<file path="src/sv/qvr_sqrt_cell.sv">
// One cell of the square root chain: settles one root bit per cell.
// Depends on nothing; instantiated in a row by the top level.
`default_nettype none

module qvr_sqrt_cell #(
   parameter int SUM_W  = 33,
   parameter int ROOT_W = 17,
   parameter int PASS_W = 1,
   parameter int STEP   = 0
) (
   input  wire logic              clock,
   input  wire logic              reset,
   input  wire logic              in_valid,
   output logic                   in_ready,
   input  wire logic [SUM_W-1:0]  in_rem,
   input  wire logic [ROOT_W-1:0] in_root,
   input  wire logic [PASS_W-1:0] in_pass,
   output logic                   out_valid,
   input  wire logic              out_ready,
   output logic [SUM_W-1:0]       out_rem,
   output logic [ROOT_W-1:0]      out_root,
   output logic [PASS_W-1:0]      out_pass
);

   localparam int TRIAL_W = SUM_W + 2;

   logic                valid_ff;
   logic [SUM_W-1:0]    rem_ff, rem_in;
   logic [ROOT_W-1:0]   root_ff, root_in;
   logic [PASS_W-1:0]   pass_ff;
   logic [TRIAL_W-1:0]  trial;
   logic                take;

   // The cell moves whenever it is empty or its neighbor takes its item.
   assign in_ready = !valid_ff || out_ready;

   // Try to set this root bit: (y + 2^i)^2 - y^2 = y*2^(i+1) + 2^(2i).
   always_comb begin
      trial   = (TRIAL_W'(in_root) << (STEP + 1)) + (TRIAL_W'(1) << (2 * STEP));
      take    = TRIAL_W'(in_rem) >= trial;
      rem_in  = take ? (in_rem - trial[SUM_W-1:0]) : in_rem;
      root_in = take ? (in_root | (ROOT_W'(1) << STEP)) : in_root;
   end

   always_ff @(posedge clock) begin
      if (reset) begin
         valid_ff <= 1'b0;
      end else if (in_ready) begin
         valid_ff <= in_valid;
      end
   end

   always_ff @(posedge clock) begin
      if (in_ready) begin
         rem_ff  <= rem_in;
         root_ff <= root_in;
         pass_ff <= in_pass;
      end
   end

   assign out_valid = valid_ff;
   assign out_rem   = rem_ff;
   assign out_root  = root_ff;
   assign out_pass  = pass_ff;

endmodule

`default_nettype wire

</file>
<file path="config.mk">
export PLATFORM = sky130hd
export DESIGN_NAME = qvr_sqrt_cell
export DESIGN_NICKNAME = d
export VERILOG_FILES = /design/src/sv/qvr_sqrt_cell.sv
export SDC_FILE = /design/constraint.sdc
export NUM_CORES = 1
export LEC_CHECK = 0
export BUFFER_PORTS_ARGS = -buffer_cell sky130_fd_sc_hd__buf_2
export CAP_MARGIN = 20
export CELL_PAD_IN_SITES_DETAIL_PLACEMENT = 0
export CELL_PAD_IN_SITES_GLOBAL_PLACEMENT = 1
export CORE_UTILIZATION = 38
export DETAILED_ROUTE_END_ITERATION = 10
export PLACE_DENSITY_LB_ADDON = 0.05
export SETUP_SLACK_MARGIN = 0.2
export SLEW_MARGIN = 20
export SYNTH_ARGS = -nofsm -noshare
export SYNTH_HDL_FRONTEND = slang
export SYNTH_SLANG_ARGS = --single-unit
</file>
<file path="constraint.sdc">
create_clock -name clock -period 2.95 [get_ports clock]
set_input_delay 0.1475 -clock clock [delete_from_list [all_inputs] [get_ports clock]]
set_output_delay 0.1475 -clock clock [all_outputs]
set_load 0.01 [all_outputs]
</file>
==> impl_metrics.py, run 1 <==
metrics = {
    "status": {
        "outcome": "finished clean",
    },
    "synthesis": {
        "synthXorXnorAreaFrac": 0.0725,
        "syn-num-nets": 403,
        "ys_types": 51,
        "synth_async_sr_flop_share": 0,
        "synth-main-ff-cell": "edfxtp_1",
        "synth_mux_area_frac": 0.00307,
        "ys_warn_count": 0,
        "synth_top_area_frac": 0.470,
        "yosys.area_share.adder": 0.0752,
        "netlist_instances": 329,
        "ys_ff_latch": 52,
        "synthTopCellsByArea": "edfxtp_1 (47%), ha_1 (6.9%), xor2_1 (4.8%)",
        "synth_top_family_by_area": "simple AND/OR/NAND/NOR gates",
        "syn_avg_cell_area_sq_um": 9.91,
        "yosysSeqAreaShare": 0.476,
        "syn_area_sq_um": 3260,
        "synth_top_cell_by_area": "edfxtp_1",
        "synth_compound_gate_area_share": 0.149,
        "synthSimpleGateAreaFrac": 0.172,
        "synth_edf_count": 51,
    },
    "detailed_routing": {
        "via_per_inst": 5.05,
        "wl_met3_um": 463,
        "ant_nets": 0,
        "post_drt_wl_per_cell_um": 14.0,
        "wl_met1_mm": 3.62,
        "drc": 0,
        "drt-pass1-iter-count": 4,
        "first_iter_violations": 66,
        "num_vias": 2755,
        "highest_layer": "met4",
        "wl_mm": 7.62,
        "wl_met2_mm": 3.44,
    },
    "floorplan": {
        "num_rows": 33,
        "fp.dieW_um": 94.6,
        "core-area_sq_um": 8260,
        "die_area_sq_um": 8950,
        "die_h_um": 94.6,
        "ios": 108,
        "start_util": 0.395,
    },
    "clock_tree": {
        "clk_pin_slew_ns": 0.10,
        "clock_sinks": 52,
        "cts_buffer_depth": 2,
        "worstSkewPairLatency_ns": 0.31,
        "cts_tree": "done",
        "cts_max_level": 2,
        "cts_buffers": 5,
        "cts_setup_buffers": 0,
        "cts_root_buf": "clkbuf_8",
    },
    "grt": {
        "grt_antenna_before_repair": 0,
        "grt_pass1_wl_mm": 12.0,
        "grt_pass1_vias": 2569,
        "grt_use_total": 0.173,
        "grt-ovfl-total": 0,
        "grt_max_degree": 30,
    },
    "worst_setup_path": {
        "critPathCaptureType": "flop",
        "cp_slowest_stage_delay_ns": 0.44,
        "critPathMaxFanout": 5,
        "cp_num_buf_inv": 1,
        "slowest_stage": "a311oi_1",
        "path_delay_family": "simple AND/OR/NAND/NOR gates",
        "cp.required_ns": 3.00,
        "startpoint_type": "input pin",
        "path_class": "input pin to flop",
        "path_cells": "buf_2 > ha_1 > nor3_1 > nand3_1 > or2_2 > nor4_1 > nand2_1 > a311oi_1 > xor2_1",
        "cp.arrival_ns": 2.54,
    },
    "pwr": {
        "power.leakage_nw": 1.77,
        "powerDensity_nw_per_um2": 470,
        "p_total_mw": 1.91,
        "peakVddDrop_mv": 0.214,
    },
    "sta": {
        "setup_ws_ns": 0.452,
        "clock_skew_ns": 0.00722,
        "rsz0062_at_grt": "false",
        "finalHoldViolCount": 0,
        "setup_viol": 0,
        "tightest_slew_ns": 0.677,
        "slew_headroom": 0.549,
        "holdWs_ns": 0.0136,
        "maxSlewViolCount": 0,
        "final.min_clock_period_ns": 2.50,
        "finalCritPeriodShare": 0.847,
        "fmax_ghz": 0.400,
        "tns_ns": 0,
    },
    "run": {
        "cap_violations": 0,
    },
    "placed_design": {
        "port_buffers": 107,
        "pre_cts_slack_ns": 0.215,
        "hpwl_mm": 6.14,
        "place.gp.congestion": 0.880,
    },
    "finish": {
        "antenna_cells": 0,
        "layout-drive-gt1-share": 0.288,
        "final_net_count": 514,
        "area_growth_syn_to_layout_pct": 24.4,
    },
    "worst_hold_path": {
        "hp-class": "input pin to flop",
    },
}
[final cells by class]
| cell class | count | area, sq um |
|---|---|---|
| clock buffers | 6 | 72.6 |
| clock inverters | 2 | 35.0 |
| inverters | 29 | 109 |
| multi-input cells | 236 | 1540 |
| repair buffers | 116 | 618 |
| flip-flops and latches | 52 | 1550 |
| well taps | 105 | 131 |
| fillers | 820 | 4200 |
[synthesized netlist by cell type (2+ instances only)]
master    instances
a211o_1           2
a21o_1            3
a21oi_1          25
a31oi_1           2
and2_1            2
and4_1            2
buf_2             3
buf_4             2
clkbuf_1          6
edfxtp_1         51
ha_1             18
inv_1            29
nand2_1          41
nand2b_1          5
nand3_1           8
nand4_1           3
nor2_1           18
nor2b_1           2
nor3_1            8
nor4_1            7
nor4b_1           2
nor4bb_1          2
o2111a_1          2
o211ai_1          2
o21a_1            4
o21ai_0          26
o21bai_1          3
or4_1             3
xnor2_1           9
xor2_1           18
[through the flow]
stage / util / instances / instance area [sq um]
finish: 0.491 / 546 / 4060
global route: 0.491 / 546 / 4060
CTS: 0.491 / 546 / 4060
detailed placement: 0.477 / 537 / 3940
global placement: 0.477 / 537 / 3940
floorplan: - / 329 / 3260
[cell families (layout without fill, tap and decap cells)]
logic type	Yosys count	in the layout
xor gates and xnor gates	27	27
and+or+nand+nor	110	110
AOI/OAI and AO/OA	79	79
muxes	1	1
DFF	52	52
buffers and inverters	41	153
adders and majority gates	19	19
[sequential cells by signal, summed over array words and instances (netlist names)]
register / count
out_pass: 1
out_rem: 33
out_valid: 1
out_root: 17
[worst paths after layout]
| kind | start | end | slack (ns) | depth (start not counted) |
|---|---|---|---|---|
| worst max register to register | out_valid | out_root[15] | 1.55 | 2 |
| worst max-delay path | in_rem[17] | out_rem[28] | 0.45 | 9 |
| worst min-delay path | in_pass | out_pass | 0.01 | 1 |
| worst min register to register | out_valid | out_valid | 1.00 | 2 |
[routing by layer]
layer,track usage,vias to the layer above
met5,0,-
met1,0.240,1259
met4,0.0467,0
met3,0.0338,9
li1,-,1409
met2,0.276,78
[layout by cell type (no fill, tap or decap), types with 2 or more instances in the layout]
| cell | n |
|---|---|
| nor4_1 | 7 |
| nand4_1 | 3 |
| nor4bb_1 | 2 |
| nor2b_1 | 2 |
| and2_1 | 2 |
| xor2_1 | 18 |
| nor3_1 | 8 |
| ha_1 | 18 |
| o21ai_0 | 26 |
| edfxtp_1 | 51 |
| clkbuf_8 | 5 |
| nand2b_1 | 4 |
| xnor2_1 | 9 |
| nand3_1 | 8 |
| a21o_1 | 3 |
| o2111a_1 | 2 |
| nand2_1 | 41 |
| nor2_1 | 18 |
| nor4b_1 | 2 |
| a211o_1 | 2 |
| a21oi_1 | 25 |
| o21a_1 | 4 |
| a31oi_1 | 2 |
| or4_1 | 3 |
| o211ai_1 | 2 |
| buf_2 | 107 |
| inv_1 | 29 |
| buf_4 | 7 |
| o21bai_1 | 3 |
| and4_1 | 2 |
[timing repair]
action,4_1_cts,5_1_grt
hold buffers,1,0
endpoints found under the hold margin,1,0
resized for setup,0,0
[power by group]
part / switching [mW] / total, mW / internal [mW] / leakage [nW]
Clock: 0.237 / 0.490 / 0.252 / 0.0552
Sequential: 0.0187 / 0.934 / 0.915 / 0.533
Combinational: 0.277 / 0.484 / 0.207 / 1.18
Total: 0.534 / 1.91 / 1.37 / 1.77
Note: power is estimated with default switching activity, not from simulation.
==> inputs of run 2 (changes only) <==
- clock period: 2.95 -> 2.4 ns (I/O delays scaled with it)
==> impl_metrics.py, run 2 (synthesized netlist as in run 1, its figures left out) <==
metrics = {
    "sta": {
        "final.min_clock_period_ns": 2.12,
        "maxSlewViolCount": 0,
        "tns_ns": 0,
        "fmax_ghz": 0.472,
        "finalCritPeriodShare": 0.883,
        "holdWs_ns": 0.0110,
        "clock_skew_ns": 0.00417,
        "rsz0062_at_grt": "true",
        "finalHoldViolCount": 0,
        "tightest_slew_ns": 0.590,
        "slew_headroom": 0.606,
        "setup_viol": 0,
    },
    "detailed_routing": {
        "first_iter_violations": 73,
        "wl_mm": 8.00,
        "num_vias": 2923,
        "post_drt_wl_per_cell_um": 13.4,
        "drc": 0,
        "via_per_inst": 4.91,
        "ant_nets": 0,
        "drt-pass1-iter-count": 4,
    },
    "worst_setup_path": {
        "path_class": "input pin to flop",
        "critPathCaptureType": "flop",
        "r2r_slack_ns": 1.05,
        "critPathMaxFanout": 4,
        "worst_r2r_endpoint": "out_root[14]",
        "cp.required_ns": 2.46,
        "r2r_cells": 2,
        "startpoint_type": "input pin",
        "timing.rr.start": "out_valid",
        "cp.arrival_ns": 2.18,
    },
    "floorplan": {
        "num_rows": 33,
        "core-area_sq_um": 8260,
        "die_area_sq_um": 8950,
        "die_h_um": 94.6,
        "start_util": 0.395,
        "ios": 108,
        "fp.dieW_um": 94.6,
    },
    "status": {
        "outcome": "finished clean",
    },
    "finish": {
        "final_common_cell": "buf_2",
        "final_cell_mix": "buf_2 (107), edfxtp_1 (51), nand2_1 (41), buf_4 (41), inv_1 (29)",
        "final_area_sq_um": 4580,
        "area_growth_syn_to_layout_pct": 40.4,
        "n_fill_cell": 802,
        "largest_register_ffs": 33,
        "final_net_count": 563,
        "layout-drive-gt1-share": 0.363,
        "antenna_cells": 0,
        "post-route-util": 0.554,
    },
    "pwr": {
        "peakVddDrop_mv": 0.319,
        "powerDensity_nw_per_um2": 532,
        "power.leakage_nw": 2.03,
    },
    "grt": {
        "grt_antenna_before_repair": 0,
        "grt_pass1_wl_mm": 12.4,
        "grt_max_degree": 33,
        "grt_use_total": 0.179,
        "grt_pass1_vias": 2739,
        "grt-ovfl-total": 0,
    },
    "worst_hold_path": {
        "holdPathEnd": "out_root[6]",
        "hold_start": "in_root[6]",
        "hp-class": "input pin to flop",
        "holdPathStages": 1,
    },
    "clock_tree": {
        "cts_buffers": 5,
        "cts_root_buf": "clkbuf_8",
        "cts_tree": "done",
        "cts_max_level": 2,
        "clock_sinks": 52,
        "cts_setup_buffers": 0,
        "clk_pin_slew_ns": 0.10,
        "cts_buffer_depth": 2,
        "worstSkewPairLatency_ns": 0.30,
    },
    "placed_design": {
        "placed_cell_area_sq_um": 4230,
        "hpwl_mm": 6.42,
        "port_buffers": 107,
        "place.gp.congestion": 0.786,
    },
    "run": {
        "cap_violations": 0,
    },
}
## run 2: changes by cell type in the layout (fill, tap and decap cells not counted), sizes merged
cell	before	now
buf	115	150
dlygate4sd3	1	15
## run 2: worst max-delay path by stage
| stage | startpoint | end | slack [ns] | cells after the start |
|---|---|---|---|---|
| 6_report | in_rem[1] | out_rem[28] | 0.28 | 11 |
| 5_1_grt | in_root[0] | out_rem[22] | 0.18 | 11 |
| 4_1_cts | in_rem[1] | out_rem[26] | 0.22 | 11 |
| 3_5_place_dp | in_rem[1] | out_rem[26] | -0.11 | 11 |
| 3_3_place_gp | in_rem[10] | out_rem[21] | -0.08 | 9 |
| 2_1_floorplan | in_rem[28] | out_rem[19] | 0.11 | 7 |
## run 2: power breakdown
part           total (mW)  switching (mW)  internal, mW  leakage [nW]
clock               0.594           0.284         0.310        0.0552
combinational       0.691           0.370         0.321          1.45
sequential           1.15          0.0229          1.13         0.533
total                2.43           0.678          1.76          2.03
## run 2: critical path, stage by stage
cell and delay, ns:
buf_2 0.11, inv_1 0.06, fa_1 0.44, nand2b_1 0.18
a211o_1 0.33, a21oi_1 0.29, nand2_1 0.09, nand2_1 0.12
a311oi_1 0.13, buf_4 0.16, xor2_1 0.14
## run 2: metal layers
layer	vias to the layer above	global-route usage	wire length, um
met5	-	0	0
met1	1332	0.239	3890
met3	7	0.0298	313
met2	77	0.303	3740
li1	1507	-	-
met4	0	0.0404	63
## run 2: timing repair
action / 4_1_cts / 5_1_grt
hold buffers: 12 / 3
endpoints found under the setup margin: 0 / 12
hold endpoints to repair: 12 / 3
resized for setup: 0 / 15
## run 2: final cells by class
cell class / count / area, sq um / area share
Clock buffer: 6 / 72.6 / 0.0159
Clock inverter: 2 / 35.0 / 0.00765
Inverter: 29 / 109 / 0.0238
Multi-Input combinational cell: 236 / 1640 / 0.359
Sequential cell: 52 / 1550 / 0.339
Tap cell: 105 / 131 / 0.0287
Timing Repair Buffer: 165 / 1030 / 0.226
## run 2: stage by stage
step / std cells / setup WS, ns / total power [mW]
2_1_floorplan: 329 / 0.110 / 1.53
3_3_place_gp: 572 / -0.0799 / 1.82
3_5_place_dp: 572 / -0.106 / 1.83
4_1_cts: 592 / 0.221 / 2.45
5_1_grt: 595 / 0.183 / 2.58
6_report: 595 / 0.280 / 2.43
