$ cat src/sv/qvr_div_cell.sv
// One cell of the restoring divider chain: one quotient bit for four lanes.
// Depends on nothing; instantiated in a row by the top level.
`default_nettype none

module qvr_div_cell #(
   parameter int LEN_W  = 17,
   parameter int REM_W  = 29,
   parameter int QUO_W  = 13,
   parameter int PASS_W = 1,
   parameter int STEP   = 0
) (
   input  wire logic                 clock,
   input  wire logic                 reset,
   input  wire logic                 in_valid,
   output logic                      in_ready,
   input  wire logic [LEN_W-1:0]     in_len,
   input  wire logic [4*REM_W-1:0]   in_rem,
   input  wire logic [4*QUO_W-1:0]   in_quo,
   input  wire logic [PASS_W-1:0]    in_pass,
   output logic                      out_valid,
   input  wire logic                 out_ready,
   output logic [LEN_W-1:0]          out_len,
   output logic [4*REM_W-1:0]        out_rem,
   output logic [4*QUO_W-1:0]        out_quo,
   output logic [PASS_W-1:0]         out_pass
);

   logic                valid_ff;
   logic [LEN_W-1:0]    len_ff;
   logic [4*REM_W-1:0]  rem_ff, rem_in;
   logic [4*QUO_W-1:0]  quo_ff, quo_in;
   logic [PASS_W-1:0]   pass_ff;
   logic [REM_W-1:0]    divisor;

   assign in_ready = !valid_ff || out_ready;

   // Subtract the shifted divisor from each lane where it fits.
   always_comb begin
      divisor = REM_W'(in_len) << STEP;
      rem_in  = in_rem;
      quo_in  = in_quo;
      for (int l = 0; l < 4; l++) begin
         if (in_rem[l*REM_W +: REM_W] >= divisor) begin
            rem_in[l*REM_W +: REM_W] = in_rem[l*REM_W +: REM_W] - divisor;
            quo_in[l*QUO_W +: QUO_W] = in_quo[l*QUO_W +: QUO_W] | (QUO_W'(1) << STEP);
         end
      end
   end

   always_ff @(posedge clock) begin
      if (reset) begin
         valid_ff <= 1'b0;
      end else if (in_ready) begin
         valid_ff <= in_valid;
      end
   end

   always_ff @(posedge clock) begin
      if (in_ready) begin
         len_ff  <= in_len;
         rem_ff  <= rem_in;
         quo_ff  <= quo_in;
         pass_ff <= in_pass;
      end
   end

   assign out_valid = valid_ff;
   assign out_len   = len_ff;
   assign out_rem   = rem_ff;
   assign out_quo   = quo_ff;
   assign out_pass  = pass_ff;

endmodule

`default_nettype wire

$ cat config.mk
export PLATFORM = sky130hd
export DESIGN_NAME = qvr_div_cell
export DESIGN_NICKNAME = d
export VERILOG_FILES = /design/src/sv/qvr_div_cell.sv
export SDC_FILE = /design/constraint.sdc
export NUM_CORES = 1
export LEC_CHECK = 0
export ABC_AREA = 0
export BUFFER_PORTS_ARGS = -buffer_cell sky130_fd_sc_hd__buf_2
export CAP_MARGIN = 10
export CORE_AREA = 2 2 146 148
export DETAILED_ROUTE_END_ITERATION = 8
export DIE_AREA = 0 0 148 150
export PLACE_DENSITY = 0.85
export SLEW_MARGIN = 25
export SYNTH_ARGS = -nofsm -noshare
export SYNTH_HDL_FRONTEND = slang
export SYNTH_SLANG_ARGS = --single-unit
$ cat constraint.sdc
create_clock -name clock -period 12.2 [get_ports clock]
set_clock_uncertainty 0.05 [all_clocks]
set_input_delay 0.61 -clock clock [delete_from_list [all_inputs] [get_ports clock]]
set_output_delay 0.61 -clock clock [all_outputs]
set_load 0.005 [all_outputs]
==> flow_summary.json, run 1 <==
{
  "outcome": "completed",
  "drt_iter0_drc": 839,
  "ant_nets": 0,
  "portBuffers": 377,
  "path_cells": "buf_2 > inv_1 > ha_1 > a21oi_1 > and2_1 > nand3b_1 > a2111o_1 > a41oi_2 > buf_4 > and4bb_2 > xor2_1",
  "synth-compound-area-share_pct": 16.41,
  "synth-seq-cells": 187,
  "ys_warn_count": 0,
  "synth.avg_cell_area_sq_um": 11.10,
  "slew_headroom_pct": 31.71,
  "startpoint": "in_len[16]",
  "drive_above_1_share_pct": 31.92,
  "fin_nets": 1640,
  "fill_cells": 1656,
  "path_class": "primary input to flip-flop",
  "tightestPinTransition_ns": 1.024,
  "cts_inserted_buffers": 17,
  "drv_cap": 0,
  "synth.most_common_cell": "edfxtp_1",
  "max_stage_delay_ns": 0.50,
  "worstPathRequired_ns": 12.34,
  "design.core.area_sq_um": 20690,
  "syn-num-nets": 1271,
  "ioPinCount": 378,
  "cts_root_buf": "clkbuf_16",
  "ir_worst_vdd_uv": 88.84,
  "crit_path_max_fanout": 33,
  "die_w_microns": 148,
  "cts_sinks": 187,
  "maxSlewViolCount": 0,
  "antenna_found_initial": 4,
  "cts_tree": "yes",
  "synth-edff-count": 186,
  "die_h_microns": 150,
  "syn_to_final_growth_pct": 24.15,
  "r2r_start": "out_valid$_SDFFE_PP0P_",
  "grt_overflow": 0,
  "finalSetupViolations": 0,
  "hold_buffers": 0,
  "grt_util_all_layers_pct": 28.42,
  "vias": 9786,
  "arrival_ns": 3.64,
  "drt-pass1-iter-count": 5,
  "start_util_pct": 54.15,
  "synth_area_leader_cell": "edfxtp_1",
  "synthMuxAreaShare_pct": 0.4802,
  "synth_top_family_by_area": "compound AO/OA/AOI/OAI gates",
  "final_cells": 1669,
  "grt_pass1_wl_microns": 48780,
  "clk_path_buf_depth": 2,
  "max_freq_mhz": 286.0,
  "clkTransAtPathRegs_ns": 0.08,
  "hpwl_microns": 25060,
  "synth_fa_ha_area_share_pct": 8.309,
  "cts-htree-levels": 4,
  "period_share_pct": 28.66,
  "netlist_top_cells_count": "186 x edfxtp_1, 82 x nand2_1, 68 x ha_1",
  "clk_latency_ns": 0.43,
  "drcViolationCount": 0,
  "synthCells": 1009,
  "yosys.area_share.simple_pct": 14.97,
  "synthFlopType": "edfxtp_1",
  "rsz0062_at_grt": "false",
  "async_reset_ff_share_pct": 0,
  "die_area_sq_um": 22200,
  "grt_pass1_vias": 9198,
  "power.density_nw_per_um2": 129.0,
  "p_leak_nw": 5.855,
  "setup_tns_ns": 0,
  "grt_max_degree": 84,
  "hold_viol_final": 0,
  "holdWs_ns": 0.2685,
  "synth_cell_type_count": 80,
  "hp-start": "reset",
  "synth-seq-area-share_pct": 50.03,
  "synthesis.area_sq_um": 11200,
  "dp.cells": 1634,
  "synth_top_area_share_pct": 49.85,
  "crit_slowest_cell": "a2111o_1",
  "rows": 53,
  "period_needed_ns": 3.496,
  "routedWlPerCell_microns": 19.66,
  "wirelength_microns": 32810,
  "cts_resized": 0,
  "cts_setup_buffers": 0,
  "synth_xor_area_share_pct": 6.958,
  "min_path_type": "primary input to flip-flop",
  "startpoint_type": "primary input",
  "synth_top_cells_by_area": "edfxtp_1 50%, ha_1 7.6%, xnor2_1 4.3%, nand2_1 2.7%, o21ai_0 2.7%",
  "place.gp.congestion": 0.9234,
  "vias_per_cell": 5.863,
  "end_kind": "flip-flop"
}
[critical path: cells and delay by family]
family	cells	cell delay, ns
adders and majority gates	1	0.36
xor gates and xnor gates	1	0.14
and+or+nand+nor	3	0.60
AOI/OAI and AO/OA	3	1.14
buffers and inverters	3	0.79
[metrics by stage]
stage | setup WS, ns | power, mW | area, sq um | util, %
finish | 8.704 | 1.794 | 13910 | 67.22
global route | 8.512 | 1.865 | 13900 | 67.20
CTS | 8.726 | 1.795 | 13890 | 67.11
detailed placement | 8.260 | 1.242 | 13310 | 64.31
global placement | 8.380 | 1.232 | 13310 | 64.31
floorplan | 6.412 | 1.061 | 11200 | -
[layer usage]
| metal | part of all wire (%) | vias up | GRT usage (%) |
|---|---|---|---|
| met5 | 0.040 | - | 0 |
| met3 | 8.7 | 54 | 5.579 |
| li1 | - | 4594 | - |
| met4 | 2.3 | 2 | 9.667 |
| met2 | 50 | 523 | 48.70 |
| met1 | 39 | 4613 | 36.22 |
[where the power goes]
| part | internal, mW | total, mW | switching, mW |
|---|---|---|---|
| Combinational | 0.179 | 0.413 | 0.234 |
| Sequential | 0.801 | 0.822 | 0.0212 |
| Clock | 0.290 | 0.560 | 0.270 |
[final cells by class]
cell class	count	area [sq um]	share of cell area, %
sequential	187	5605	40.30
multi-input combinational	751	5305	38.14
timing repair buffer	381	1917	13.78
clock buffer	17	425.4	3.059
tap	275	344.1	2.474
clock inverter	15	153.9	1.107
inverter	40	150.1	1.080
antenna	3	7.507	0.05398
[worst paths after layout]
| check | to | slack, ns | cells after the start |
|---|---|---|---|
| hold / removal | out_valid$_SDFFE_PP0P_ | 0.27 | 2 |
| setup / recovery | out_rem[84]$_DFFE_PP_ | 8.70 | 11 |
| setup reg to reg | out_rem[14]$_DFFE_PP_ | 9.98 | 2 |
| hold reg to reg | out_valid$_SDFFE_PP0P_ | 0.95 | 2 |
[layout by cell type, fill, tap and decap left out, types with 10 or more instances in the layout]
cell / synthesis / final
nand2b_1: 18 / 17
nand2_1: 82 / 82
nor2_1: 65 / 65
o21ai_0: 61 / 61
buf_2: 9 / 377
xnor2_1: 55 / 55
ha_1: 68 / 68
nor4_1: 12 / 12
o21a_1: 22 / 22
nand3_1: 23 / 23
nand4_1: 18 / 18
xor2_1: 34 / 34
o211ai_1: 10 / 10
o31ai_1: 11 / 11
o31a_1: 11 / 11
edfxtp_1: 186 / 186
inv_1: 40 / 40
or3_1: 11 / 11
clkbuf_16: 0 / 17
a21o_1: 18 / 18
a21oi_1: 60 / 60
nor3_1: 25 / 25
[sequential cells by signal (all words and copies together) (netlist names)]
register and flops:
out_quo 52, out_len 17, out_valid 1, out_pass 1, out_rem 116
[cells by family after synthesis]
group	Yosys count
compound gates	266
flops	187
xor+xnor	89
fa+ha+maj	72
simple gates	319
mux	5
buf+inv	71
Power figures use the tool's default switching activity.
==> inputs of run 2 (changes only) <==
- ABC_AREA: 0 -> 1
- CORE_AREA: 2 2 146 148 -> unset
- CORE_ASPECT_RATIO: unset -> 1.1
- CORE_UTILIZATION: unset -> 49
- DIE_AREA: 0 0 148 150 -> unset
- PLACE_DENSITY: 0.85 -> 0.78
- clock period: 12.2 -> 3.15 ns (I/O delays scaled with it)
==> run 2 against run 1 <==
Synthesized cell count increased by 100%. Largest cell class is now multi-input combinational cells. Final area increased by 33%. Non-clock buffer count increased by 145. Critical endpoint is now out_rem[114]$_DFFE_PP_. Sequential share of layout area decreased by 10 points.
==> flow_summary.json, run 2 <==
{
  "synth_top_area_share_pct": 39.32,
  "grt_pass1_wl_microns": 72950,
  "fin_area_sq_um": 18510,
  "max_stage_delay_ns": 0.55,
  "power.density_nw_per_um2": 408.0,
  "end_kind": "flip-flop",
  "cts_setup_buffers": 0,
  "finalSetupViolations": 0,
  "startpoint_type": "primary input",
  "portBuffers": 377,
  "drt-pass1-iter-count": 5,
  "grt_overflow": 0,
  "hold_buffers": 143,
  "slew_headroom_pct": 53.92,
  "drive_above_1_share_pct": 20.06,
  "drt_iter0_drc": 1087,
  "cts_resized": 0,
  "setup_tns_ns": 0,
  "grt_pass1_vias": 14290,
  "vias_per_cell": 4.997,
  "ant_nets": 0,
  "dp_slack_ns": 0.4475,
  "cts-htree-levels": 4,
  "routedWlPerCell_microns": 16.28,
  "async_reset_ff_share_pct": 0,
  "vias": 14650,
  "crit_slowest_cell": "a21oi_4",
  "placed_area_sq_um": 16480,
  "arrival_ns": 2.97,
  "synth.most_common_cell": "nand2_1",
  "fin_ws_ns": 0.3059,
  "synthFlopType": "edfxtp_1",
  "maxSlewViolCount": 0,
  "p_leak_nw": 9.865,
  "netlist_top_cells_count": "857 x nand2_1, 343 x inv_1, 186 x edfxtp_1",
  "design.core.area_sq_um": 28630,
  "grt_max_degree": 67,
  "synth-seq-area-share_pct": 39.46,
  "place.gp.congestion": 0.9575,
  "synth_area_leader_cell": "edfxtp_1",
  "period_share_pct": 90.29,
  "dp.cells": 2755,
  "period_needed_ns": 2.844,
  "crit_path_max_fanout": 23,
  "final_cell_mix": "856 x nand2_1, 377 x buf_2, 343 x inv_1, 186 x edfxtp_1, 181 x nor2_1",
  "cts_sinks": 187,
  "multiInputGateArea_sq_um": 7093,
  "power_mw": 7.551,
  "start_util_pct": 49.62,
  "worstPathRequired_ns": 3.28,
  "synth_cell_type_count": 33,
  "antenna_found_initial": 1,
  "clk_path_buf_depth": 2,
  "die_area_sq_um": 29680,
  "path_cells": "dlygate4sd3_1 > buf_2 > inv_1 > ha_1 > nand2_2 > inv_2 > a21oi_1 > inv_1 > nor2_1 > nand2_2 > a21oi_4 > a21oi_1",
  "layout_commonest_cell": "nand2_1",
  "outcome": "completed",
  "die_w_microns": 164.3,
  "min_path_type": "primary input to flip-flop",
  "synth-seq-cells": 187,
  "rsz0062_at_grt": "false",
  "cts_inserted_buffers": 17,
  "ys_warn_count": 0,
  "die_h_microns": 180.6,
  "wirelength_microns": 47710,
  "cts_tree": "yes",
  "clk_latency_ns": 0.45,
  "fin_nets": 2811,
  "fill_cells": 2554,
  "ioPinCount": 378,
  "synthCells": 2021,
  "cts_root_buf": "clkbuf_16",
  "rows": 65,
  "drcViolationCount": 0,
  "tightestPinTransition_ns": 0.6897,
  "path_class": "primary input to flip-flop",
  "grt_util_all_layers_pct": 32.21,
  "largest_reg_flops": 116,
  "synth.avg_cell_area_sq_um": 7.029,
  "syn_to_final_growth_pct": 30.27,
  "synthesis.area_sq_um": 14200,
  "ir_worst_vdd_uv": 290.6,
  "hold_viol_final": 0,
  "max_freq_mhz": 351.6,
  "clkTransAtPathRegs_ns": 0.09,
  "synth-edff-count": 186,
  "final_cells": 2931,
  "synth_top_cells_by_area": "edfxtp_1 39%, nand2_1 23%, inv_1 9.1%, ha_1 6.0%, nor2_1 4.8%",
  "syn-num-nets": 2283,
  "regArea_sq_um": 5605,
  "hpwl_microns": 36770,
  "drv_cap": 0
}
## run 2: cell types whose count changed after synthesis, moves of 18 or more
cell     delta
nand2_1   +775
nor2_1    +116
o21a_1     -22
inv_1     +303
o21ai_0    -56
nand3_1    +86
nand2_2    +29
xnor2_1    -51
a21o_1     -18
## run 2: metrics by stage
| step | hold WS, ns | util (%) |
|---|---|---|
| floorplan | 0.1766 | - |
| global placement | 0.2837 | 57.57 |
| detailed placement | 0.2858 | 57.57 |
| CTS | 0.003457 | 64.63 |
| global route | 0.03016 | 64.64 |
| finish | 0.02693 | 64.64 |
## run 2: critical path, delay by kind of cell
| kind | cells | cell delay (ns) |
|---|---|---|
| compound gates | 3 | 0.95 |
| fa+ha+maj | 1 | 0.37 |
| simple gates | 3 | 0.36 |
| buf+inv | 5 | 1.13 |
## run 2: logic make-up (layout without fill, tap and decap cells)
logic type | count (synthesis) | after routing | synth area share [%]
buffers and inverters | 377 | 918 | 10.72
XOR/XNOR | 44 | 44 | 2.713
flip-flops | 187 | 187 | 39.46
AND/OR/NAND/NOR | 1258 | 1258 | 37.05
adder cells (fa/ha/maj) | 72 | 72 | 6.553
AO/OA/AOI/OAI | 83 | 83 | 3.506
other | 0 | 1 | 0
## run 2: routing by layer
layer	vias to the layer above	global-route usage [%]	part of all wire, %
met5	-	0	0
met4	0	12.85	3.3
met2	585	56.44	49
met3	103	4.097	6.1
li1	7308	-	-
met1	6649	39.58	42
## run 2: cell type report
| class | count | share of cell area (%) |
|---|---|---|
| multi-input cells | 1457 | 38.33 |
| flip-flops and latches | 187 | 30.29 |
| repair buffers | 526 | 18.38 |
| inverters | 360 | 7.316 |
| well taps | 368 | 2.488 |
| clock buffers | 17 | 2.299 |
| clock inverters | 15 | 0.8857 |
| diodes | 1 | 0.01352 |
## run 2: path summary, 6_finish.rpt
| check | cells after the start | startpoint | slack [ns] | endpoint |
|---|---|---|---|---|
| worst max register to register | 3 | out_valid$_SDFFE_PP0P_ | 1.45 | out_valid$_SDFFE_PP0P_ |
| worst min register to register | 1 | out_valid$_SDFFE_PP0P_ | 0.97 | out_len[16]$_DFFE_PP_ |
| worst min-delay path | 3 | in_rem[26] | 0.03 | out_rem[26]$_DFFE_PP_ |
| worst max-delay path | 12 | in_len[16] | 0.31 | out_rem[114]$_DFFE_PP_ |
## run 2: report_power, final
group	internal, mW	switching, mW	total [mW]
Clock	1.07	1.16	2.23
Sequential	3.10	0.0914	3.19
Combinational	0.839	1.29	2.13
Total	5.01	2.55	7.55
==> inputs of run 3 (changes only) <==
- ABC_AREA: 1 -> unset
- CORE_UTILIZATION: 49 -> 47
- REMOVE_ABC_BUFFERS: unset -> 1
==> run 3 against run 2 <==
Worst hold slack got worse by 0.016 ns. Worst setup slack lost 0.22 ns. Sequential share of layout area increased by 5.7 points.
==> flow_summary.json, run 3 (synthesis results as in run 1) <==
{
  "fill_cells": 1763,
  "holdWs_ns": 0.01103,
  "slew_headroom_pct": 46.00,
  "max_freq_mhz": 326.0,
  "startpoint_type": "primary input",
  "die_area_sq_um": 24460,
  "start_util_pct": 48.39,
  "grt_pass1_wl_microns": 53210,
  "clk_latency_ns": 0.43,
  "design.core.area_sq_um": 23150,
  "cts_sinks": 187,
  "rsz0062_at_grt": "true",
  "die_h_microns": 163.9,
  "layout_commonest_cell": "buf_2",
  "period_share_pct": 97.38,
  "path_cells": "dlygate4sd3_1 > buf_2 > inv_1 > buf_4 > ha_1 > a211o_1 > or4_4 > a211oi_2 > o21a_4 > nor3b_1 > xor2_1",
  "ant_nets": 0,
  "worstPathRequired_ns": 3.28,
  "max_stage_delay_ns": 0.53,
  "wirelength_microns": 36270,
  "syn_to_final_growth_pct": 38.98,
  "p_leak_nw": 6.562,
  "arrival_ns": 3.20,
  "min_path_type": "primary input to flip-flop",
  "cts_tree": "yes",
  "grt_overflow": 0,
  "hpwl_microns": 26000,
  "antenna_found_initial": 2,
  "final_cells": 1858,
  "finalSetupViolations": 0,
  "hold_viol_final": 0,
  "end_kind": "flip-flop",
  "drive_above_1_share_pct": 31.34,
  "crit_path_max_fanout": 17,
  "tightestPinTransition_ns": 0.8101,
  "r2r_slack_ns": 0.96,
  "grt_pass1_vias": 10050,
  "path_class": "primary input to flip-flop",
  "routed.top_layer": "met4",
  "drt_iter0_drc": 721,
  "final_cell_mix": "377 x buf_2, 186 x edfxtp_1, 127 x dlygate4sd3_1, 82 x nand2_1",
  "die_w_microns": 149.2,
  "cts_root_buf": "clkbuf_16",
  "fin_area_sq_um": 15570,
  "drv_cap": 0,
  "clk_path_buf_depth": 2,
  "crit_slowest_cell": "dlygate4sd3_1",
  "grt_max_degree": 55,
  "maxSlewViolCount": 0,
  "met2_length_microns": 17740,
  "ioPinCount": 378,
  "ir_worst_vdd_uv": 340.6,
  "outcome": "completed",
  "m1WireLength_microns": 14820,
  "power.density_nw_per_um2": 457.8,
  "drcViolationCount": 0,
  "fin_ws_ns": 0.08241,
  "dp.cells": 1694,
  "routedWlPerCell_microns": 19.52,
  "clkTransAtPathRegs_ns": 0.08,
  "place.gp.congestion": 0.9164,
  "portBuffers": 377,
  "period_needed_ns": 3.068,
  "wl_met3_microns": 2203,
  "grt_util_all_layers_pct": 28.70,
  "cts_inserted_buffers": 17,
  "fin_nets": 1804,
  "dp_slack_ns": -0.05628,
  "drt-pass1-iter-count": 8,
  "cts-htree-levels": 4,
  "vias_per_cell": 5.666,
  "final_util_pct": 67.26,
  "rows": 58,
  "placed_area_sq_um": 13640,
  "vias": 10530,
  "largest_reg_flops": 116
}
run 3: cell types whose count changed in the layout (fill, tap and decap cells not counted), sizes merged, moves of 16 or more:
cell         change
a21o            +18
buf             +35
dlygate4sd3     -16
inv            -324
nand2          -813
nand3           -88
nor2           -130
nor4            +16
o21a            +23
o21ai           +58
xnor2           +51
run 3: path summary, 6_finish.rpt:
check / start / to / cells after the start
max reg2reg: out_valid$_SDFFE_PP0P_ / out_valid$_SDFFE_PP0P_ / 4
min: in_rem[91] / out_rem[91]$_DFFE_PP_ / 3
max: in_len[15] / out_rem[114]$_DFFE_PP_ / 11
min reg2reg: out_valid$_SDFFE_PP0P_ / out_quo[23]$_DFFE_PP_ / 1
run 3: per-stage QoR:
step | TNS, ns | total power, mW
floorplan | -405.41 | 4.104
global placement | 0 | 4.816
detailed placement | -0.07261 | 4.844
CTS | 0 | 7.114
global route | -0.008354 | 7.399
finish | 0 | 7.128
run 3: what timing repair did:
item,in CTS,in global routing
hold buffers,126,1
endpoints found under the hold margin,125,1
setup buffers,0,2
setup endpoints to repair,0,17
gates resized for setup,0,7
run 3: area by class of cell:
type                            count  area (sq um)  area share (%)
Sequential cell                   187          5605           36.00
Multi-Input combinational cell    751          5330           34.23
Timing Repair Buffer              545          3516           22.58
Clock buffer                       17         425.4           2.732
Tap cell                          300         375.4           2.411
Inverter                           40         157.7           1.013
Clock inverter                     14         150.1          0.9643
Antenna cell                        4         10.01         0.06429
run 3: metal layers:
metal / track usage, % / up-vias
met1: 35.86 / 4979
met3: 3.667 / 100
met2: 48.63 / 513
met5: 0 / -
met4: 14.70 / 0
li1: - / 4935
run 3: critical path, delay by kind of cell:
family,cells,cell delay [ns]
buffers and inverters,4,0.99
adders and majority gates,1,0.26
xor gates and xnor gates,1,0.17
and+or+nand+nor,2,0.63
AOI/OAI and AO/OA,3,0.99
run 3: report_power, final:
part	switching [mW]	internal, mW
clock network	1.10	1.06
logic	0.946	0.836
registers	0.0862	3.10
total	2.13	4.99
